--- config.mk ---
export PLATFORM = sky130hd
export DESIGN_NAME = mtg_ctrl
export DESIGN_NICKNAME = d
export VERILOG_FILES = /design/src/rtl/mtg_pkg.sv /design/src/rtl/mtg_ctrl.sv
export SDC_FILE = /design/constraint.sdc
export NUM_CORES = 1
export LEC_CHECK = 0
export BUFFER_PORTS_ARGS = -buffer_cell sky130_fd_sc_hd__buf_4
export CAP_MARGIN = 25
export CORE_AREA = 2 2 39 41
export CTS_CLUSTER_DIAMETER = 200
export DETAILED_ROUTE_END_ITERATION = 8
export DIE_AREA = 0 0 41 43
export GPL_ROUTABILITY_DRIVEN = 0
export GPL_TIMING_DRIVEN = 0
export PLACE_DENSITY = 0.65
export SLEW_MARGIN = 20
export SYNTH_ARGS = -nofsm -noshare
export SYNTH_HDL_FRONTEND = slang
export SYNTH_SLANG_ARGS = --single-unit
--- constraint.sdc ---
create_clock -name clock -period 2.3 [get_ports clock]
set_input_delay 0.115 -clock clock [delete_from_list [all_inputs] [get_ports clock]]
set_output_delay 0.115 -clock clock [all_outputs]
set_load 0.1 [all_outputs]
--- src/rtl/mtg_pkg.sv ---
// ----------------------------------------------------------------------------
// mtg_pkg
// Shared constants, command and status types for the twister generator.
// ----------------------------------------------------------------------------
package mtg_pkg;

   // generator geometry
   localparam int unsigned TW_N  = 624;
   localparam int unsigned TW_M  = 397;
   localparam int unsigned IDX_W = 10;

   // twist and seeding constants
   localparam logic [31:0] TW_MATRIX   = 32'h9908_b0df;
   localparam logic [31:0] TW_UPPER    = 32'h8000_0000;
   localparam logic [31:0] TW_LOWER    = 32'h7fff_ffff;
   localparam logic [31:0] MUL_INIT    = 32'd1812433253;
   localparam logic [31:0] MUL_MIX1    = 32'd1664525;
   localparam logic [31:0] MUL_MIX2    = 32'd1566083941;
   localparam logic [31:0] SEED_ARRAY  = 32'd19650218;
   localparam logic [31:0] SEED_DEFLT  = 32'd5489;
   localparam logic [31:0] FINAL_WORD0 = 32'h8000_0000;
   localparam logic [31:0] TEMPER_B    = 32'h9d2c_5680;
   localparam logic [31:0] TEMPER_C    = 32'hefc6_0000;

   // request function codes
   localparam logic FUNC_LOAD = 1'b0;
   localparam logic FUNC_GEN  = 1'b1;

   // controller states
   typedef enum logic [4:0] {
      ST_IDLE,
      ST_BS_INIT,
      ST_BS_MUL,
      ST_BS_WR,
      ST_MIX1_INIT,
      ST_MIX1_RD,
      ST_MIX1_WR,
      ST_MIX2_INIT,
      ST_MIX2_RD,
      ST_MIX2_WR,
      ST_FIN,
      ST_TW_INIT,
      ST_TW_PRIME,
      ST_TW_RD,
      ST_TW_WR,
      ST_GEN_RD,
      ST_GEN_WR
   } ctrl_state_type;

   // datapath operations
   typedef enum logic [4:0] {
      DP_IDLE,
      DP_BS_INIT,
      DP_BS_MUL,
      DP_BS_WR,
      DP_MIX1_INIT,
      DP_MIX1_RD,
      DP_MIX1_WR,
      DP_MIX2_INIT,
      DP_MIX2_RD,
      DP_MIX2_WR,
      DP_FIN,
      DP_TW_INIT,
      DP_TW_PRIME,
      DP_TW_RD,
      DP_TW_WR,
      DP_GEN_RD,
      DP_GEN_WR
   } dp_op_type;

   typedef struct packed {
      dp_op_type op;
      logic      seed_array;
      logic      key_write;
      logic      key_clear;
   } dp_cmd_type;

   typedef struct packed {
      logic n_last;
      logic steps_last;
      logic idx_full;
      logic seeded;
      logic out_free;
   } dp_stat_type;

endpackage

--- src/rtl/mtg_ctrl.sv ---
// ----------------------------------------------------------------------------
// mtg_ctrl
// Sequencer for seeding, twisting and word generation.
// ----------------------------------------------------------------------------
module mtg_ctrl (
   input  logic                 clock,
   input  logic                 reset,
   input  logic                 req_valid,
   input  logic                 req_func,
   input  logic                 req_key_last,
   output logic                 req_ready,
   input  mtg_pkg::dp_stat_type stat,
   output mtg_pkg::dp_cmd_type  cmd
);

   mtg_pkg::ctrl_state_type state_ff, state_in;
   logic                    array_ff, array_in;

   // state register
   always_ff @(posedge clock) begin
      if (reset) begin
         state_ff <= mtg_pkg::ST_IDLE;
         array_ff <= 1'b0;
      end else begin
         state_ff <= state_in;
         array_ff <= array_in;
      end
   end

   // next state
   always_comb begin
      state_in = state_ff;
      array_in = array_ff;
      unique case (state_ff)
         mtg_pkg::ST_IDLE: begin
            if (req_valid) begin
               if (req_func == mtg_pkg::FUNC_GEN) begin
                  if (!stat.idx_full) begin
                     state_in = mtg_pkg::ST_GEN_RD;
                  end else if (stat.seeded) begin
                     state_in = mtg_pkg::ST_TW_INIT;
                  end else begin
                     state_in = mtg_pkg::ST_BS_INIT;
                     array_in = 1'b0;
                  end
               end else if (req_key_last) begin
                  state_in = mtg_pkg::ST_BS_INIT;
                  array_in = 1'b1;
               end
            end
         end
         mtg_pkg::ST_BS_INIT:   state_in = mtg_pkg::ST_BS_MUL;
         mtg_pkg::ST_BS_MUL:    state_in = mtg_pkg::ST_BS_WR;
         mtg_pkg::ST_BS_WR: begin
            if (!stat.n_last) begin
               state_in = mtg_pkg::ST_BS_MUL;
            end else if (array_ff) begin
               state_in = mtg_pkg::ST_MIX1_INIT;
            end else begin
               state_in = mtg_pkg::ST_TW_INIT;
            end
         end
         mtg_pkg::ST_MIX1_INIT: state_in = mtg_pkg::ST_MIX1_RD;
         mtg_pkg::ST_MIX1_RD:   state_in = mtg_pkg::ST_MIX1_WR;
         mtg_pkg::ST_MIX1_WR: begin
            state_in = stat.steps_last ? mtg_pkg::ST_MIX2_INIT : mtg_pkg::ST_MIX1_RD;
         end
         mtg_pkg::ST_MIX2_INIT: state_in = mtg_pkg::ST_MIX2_RD;
         mtg_pkg::ST_MIX2_RD:   state_in = mtg_pkg::ST_MIX2_WR;
         mtg_pkg::ST_MIX2_WR: begin
            state_in = stat.steps_last ? mtg_pkg::ST_FIN : mtg_pkg::ST_MIX2_RD;
         end
         mtg_pkg::ST_FIN:       state_in = mtg_pkg::ST_IDLE;
         mtg_pkg::ST_TW_INIT:   state_in = mtg_pkg::ST_TW_PRIME;
         mtg_pkg::ST_TW_PRIME:  state_in = mtg_pkg::ST_TW_RD;
         mtg_pkg::ST_TW_RD:     state_in = mtg_pkg::ST_TW_WR;
         mtg_pkg::ST_TW_WR: begin
            state_in = stat.n_last ? mtg_pkg::ST_GEN_RD : mtg_pkg::ST_TW_RD;
         end
         mtg_pkg::ST_GEN_RD:    state_in = mtg_pkg::ST_GEN_WR;
         mtg_pkg::ST_GEN_WR: begin
            if (stat.out_free) begin
               state_in = mtg_pkg::ST_IDLE;
            end
         end
         default:               state_in = mtg_pkg::ST_IDLE;
      endcase
   end

   // outputs
   always_comb begin
      req_ready      = 1'b0;
      cmd.op         = mtg_pkg::DP_IDLE;
      cmd.seed_array = array_ff;
      cmd.key_write  = 1'b0;
      cmd.key_clear  = 1'b0;
      unique case (state_ff)
         mtg_pkg::ST_IDLE: begin
            req_ready     = 1'b1;
            cmd.key_write = req_valid && (req_func == mtg_pkg::FUNC_LOAD);
         end
         mtg_pkg::ST_BS_INIT:   cmd.op = mtg_pkg::DP_BS_INIT;
         mtg_pkg::ST_BS_MUL:    cmd.op = mtg_pkg::DP_BS_MUL;
         mtg_pkg::ST_BS_WR:     cmd.op = mtg_pkg::DP_BS_WR;
         mtg_pkg::ST_MIX1_INIT: cmd.op = mtg_pkg::DP_MIX1_INIT;
         mtg_pkg::ST_MIX1_RD:   cmd.op = mtg_pkg::DP_MIX1_RD;
         mtg_pkg::ST_MIX1_WR:   cmd.op = mtg_pkg::DP_MIX1_WR;
         mtg_pkg::ST_MIX2_INIT: cmd.op = mtg_pkg::DP_MIX2_INIT;
         mtg_pkg::ST_MIX2_RD:   cmd.op = mtg_pkg::DP_MIX2_RD;
         mtg_pkg::ST_MIX2_WR:   cmd.op = mtg_pkg::DP_MIX2_WR;
         mtg_pkg::ST_FIN: begin
            cmd.op        = mtg_pkg::DP_FIN;
            cmd.key_clear = 1'b1;
         end
         mtg_pkg::ST_TW_INIT:   cmd.op = mtg_pkg::DP_TW_INIT;
         mtg_pkg::ST_TW_PRIME:  cmd.op = mtg_pkg::DP_TW_PRIME;
         mtg_pkg::ST_TW_RD:     cmd.op = mtg_pkg::DP_TW_RD;
         mtg_pkg::ST_TW_WR:     cmd.op = mtg_pkg::DP_TW_WR;
         mtg_pkg::ST_GEN_RD:    cmd.op = mtg_pkg::DP_GEN_RD;
         mtg_pkg::ST_GEN_WR:    cmd.op = mtg_pkg::DP_GEN_WR;
         default:               cmd.op = mtg_pkg::DP_IDLE;
      endcase
   end

endmodule

==> impl_metrics.tcl <==
set metrics [dict create \
    yosysTopAreaCellShare_pct 23.4 \
    num_vias 564 \
    dieArea_um2 1760 \
    critPathArrivalTime_ns 1.68 \
    synth-compound-area-share_pct 25.1 \
    finalHoldViolations 0 \
    cts_hold_buf 0 \
    grt_pass1_wl_um 2010 \
    min_period_ns 1.80 \
    overflow 0 \
    yosysWarnings 0 \
    status "completed" \
    path_max_fanout 8 \
    hp-class "primary input to register" \
    clockBufferDepth 2 \
    yosys.area_share.simple_pct 42.6 \
    grt_pass1_vias 474 \
    drive_gt1_share_pct 34.5 \
    synth_edf_count 0 \
    fin_nets 99 \
    drtIter0Drc 13 \
    slew_headroom_pct 71.6 \
    ys_types 31 \
    syn2layout_area_growth_pct 36.7 \
    core.rowCount 14 \
    antenna_cells 0 \
    viasPerCell 5.48 \
    clock.fmax_mhz 556 \
    post-route-period-util_pct 78.1 \
    root_buffer "clkbuf_4" \
    clk_pin_slew_ns 0.05 \
    netlist_area_um2 514 \
    cts_buffers 3 \
    synth_fp_nets 76 \
    grt_usage_pct 16.9 \
    dr.pass1.iters 4 \
    yosys-top-cells-area "dfxtp_1 (23%), nor2b_1 (8.5%), and3b_1 (6.8%)" \
    fillers 143 \
    worst_pin_slew_ns 0.426 \
    clock-sinks 6 \
    io_pins 19 \
    grt_max_degree 11 \
    yosysSeqAreaShare_pct 23.4 \
    initial_utilization_pct 37.2 \
    synthMuxAreaShare_pct 2.19 \
    crit_path_end_kind "output port" \
    finalMaxSlewViolations 0 \
    drc 0 \
    rsz0062_at_grt "false" \
    htreeDepth 1 \
    setup-tns-final_ns 0 \
    port_buffers 18 \
    synth_top_area_cell "dfxtp_1" \
    syn_inst 66 \
    maxCapViolCount 0 \
    post_cts_resized 0 \
    post-dp-hpwl_um 1040 \
    ys_ff_latch 6 \
    routedWlPerCell_um 13.0 \
    cts_tree "done" \
    start_kind "register" \
    setup_viol 0 \
    antenna_found_initial 0 \
    synth_adder_area_share_pct 0 \
    synth_xor_area_share_pct 0 \
    skew_ns 0.00762 \
    drtAntennaViolNets 0 \
    syn_avg_cell_area_um2 7.79 \
    die_x_um 41 \
    drt-total-wl_um 1340 \
    core_area_um2 1380 \
    worstSetupPathType "register to output port" \
    synth_top_family_by_area "simple AND/OR/NAND/NOR gates" \
    postCtsSetupBuffers 0 \
    worstPathRequired_ns 2.18 \
    clk_latency_ns 0.24 \
    dieHeight_um 43 \
    synth_ff_type "dfxtp_1" \
    async_flop_share_pct 0 \
]
-- cell usage after synthesis (all sizes together), types with 3 or more instances --
master  n
clkbuf  3
nor2b   7
inv     3
nand2b  3
nand2   4
and3b   4
a21oi   3
nor3    3
o21ai   4
nand3   3
dfxtp   6
-- path summary, 6_finish.rpt --
check	slack, ns	cells past startpoint	startpoint	endpoint
worst max register to register	0.78	4	state_ff[0]$_SDFFE_PP0P_	state_ff[3]$_SDFFE_PP0P_
worst min-delay path	0.07	2	reset	state_ff[4]$_SDFFE_PP0P_
worst min register to register	0.58	2	state_ff[1]$_SDFFE_PP0P_	state_ff[4]$_SDFFE_PP0P_
worst max-delay path	0.50	5	state_ff[0]$_SDFFE_PP0P_	cmd[1]
-- layer usage --
layer | part of all wire, % | vias to the layer above | global-route usage, % | wire length [µm]
met5 | 0 | - | 0 | 0
met4 | 1.3 | 0 | 8.00 | 18
met3 | 4.0 | 4 | 4.71 | 54
met2 | 50 | 10 | 23.1 | 673
met1 | 44 | 265 | 23.5 | 594
li1 | - | 285 | - | -
-- worst max-delay path, stage by stage (launching register included) --
cell     delay [ns]
dfxtp_1        0.37
nor4_1         0.37
and2b_4        0.27
nand2_1        0.08
nor2_2         0.08
buf_4          0.29
-- flip-flops by register name, indices dropped and copies added (netlist names) --
| name | cells |
|---|---|
| array_ff | 1 |
| state_ff | 5 |
-- cells in the final DEF (no fill, tap or decap), drive strengths merged --
| cell type | count |
|---|---|
| o41a | 1 |
| and3b | 4 |
| a221oi | 1 |
| mux2 | 1 |
| clkbuf | 6 |
| nor2 | 2 |
| dfxtp | 6 |
| o21a | 1 |
| nand4 | 1 |
| nand4b | 1 |
| and2b | 1 |
| and2 | 1 |
| nand3b | 1 |
| nor4 | 2 |
| inv | 3 |
| o31a | 2 |
| buf | 20 |
| nor2b | 7 |
| a31oi | 2 |
| a211o | 1 |
| nand2b | 3 |
| nand2 | 4 |
| o21ai | 4 |
| and4 | 1 |
| nor3 | 3 |
| nand3 | 3 |
| nor4b | 1 |
| a21oi | 3 |
| a2111oi | 1 |
-- cell families after synthesis --
| family | Yosys count |
|---|---|
| simple gates | 35 |
| compound gates | 16 |
| buf+inv | 8 |
| flops | 6 |
| mux | 1 |
-- metrics by stage --
stage	instance area [µm²]	hold WS [ns]	cells	utilization (%)	setup WS, ns
after floorplan	526	0.184	66	-	-0.188
after global placement	681	0.325	100	49.2	0.779
after detailed placement	681	0.324	100	49.2	0.745
after CTS	703	0.0634	103	50.8	0.485
after global routing	703	0.0580	103	50.8	0.414
final	703	0.0697	103	50.8	0.503
-- final cells by class --
class	instances	area [µm²]	area share [%]
buffer	5	23.8	3.38
clock buffer	3	22.5	3.20
inverter	3	11.3	1.60
multi-input combinational	52	370	52.7
sequential	6	120	17.1
tap	16	20.0	2.85
timing repair buffer	18	135	19.2
Power is not shown: default switching activity piles up to over one toggle a cycle in this logic, so the estimate is an artifact.
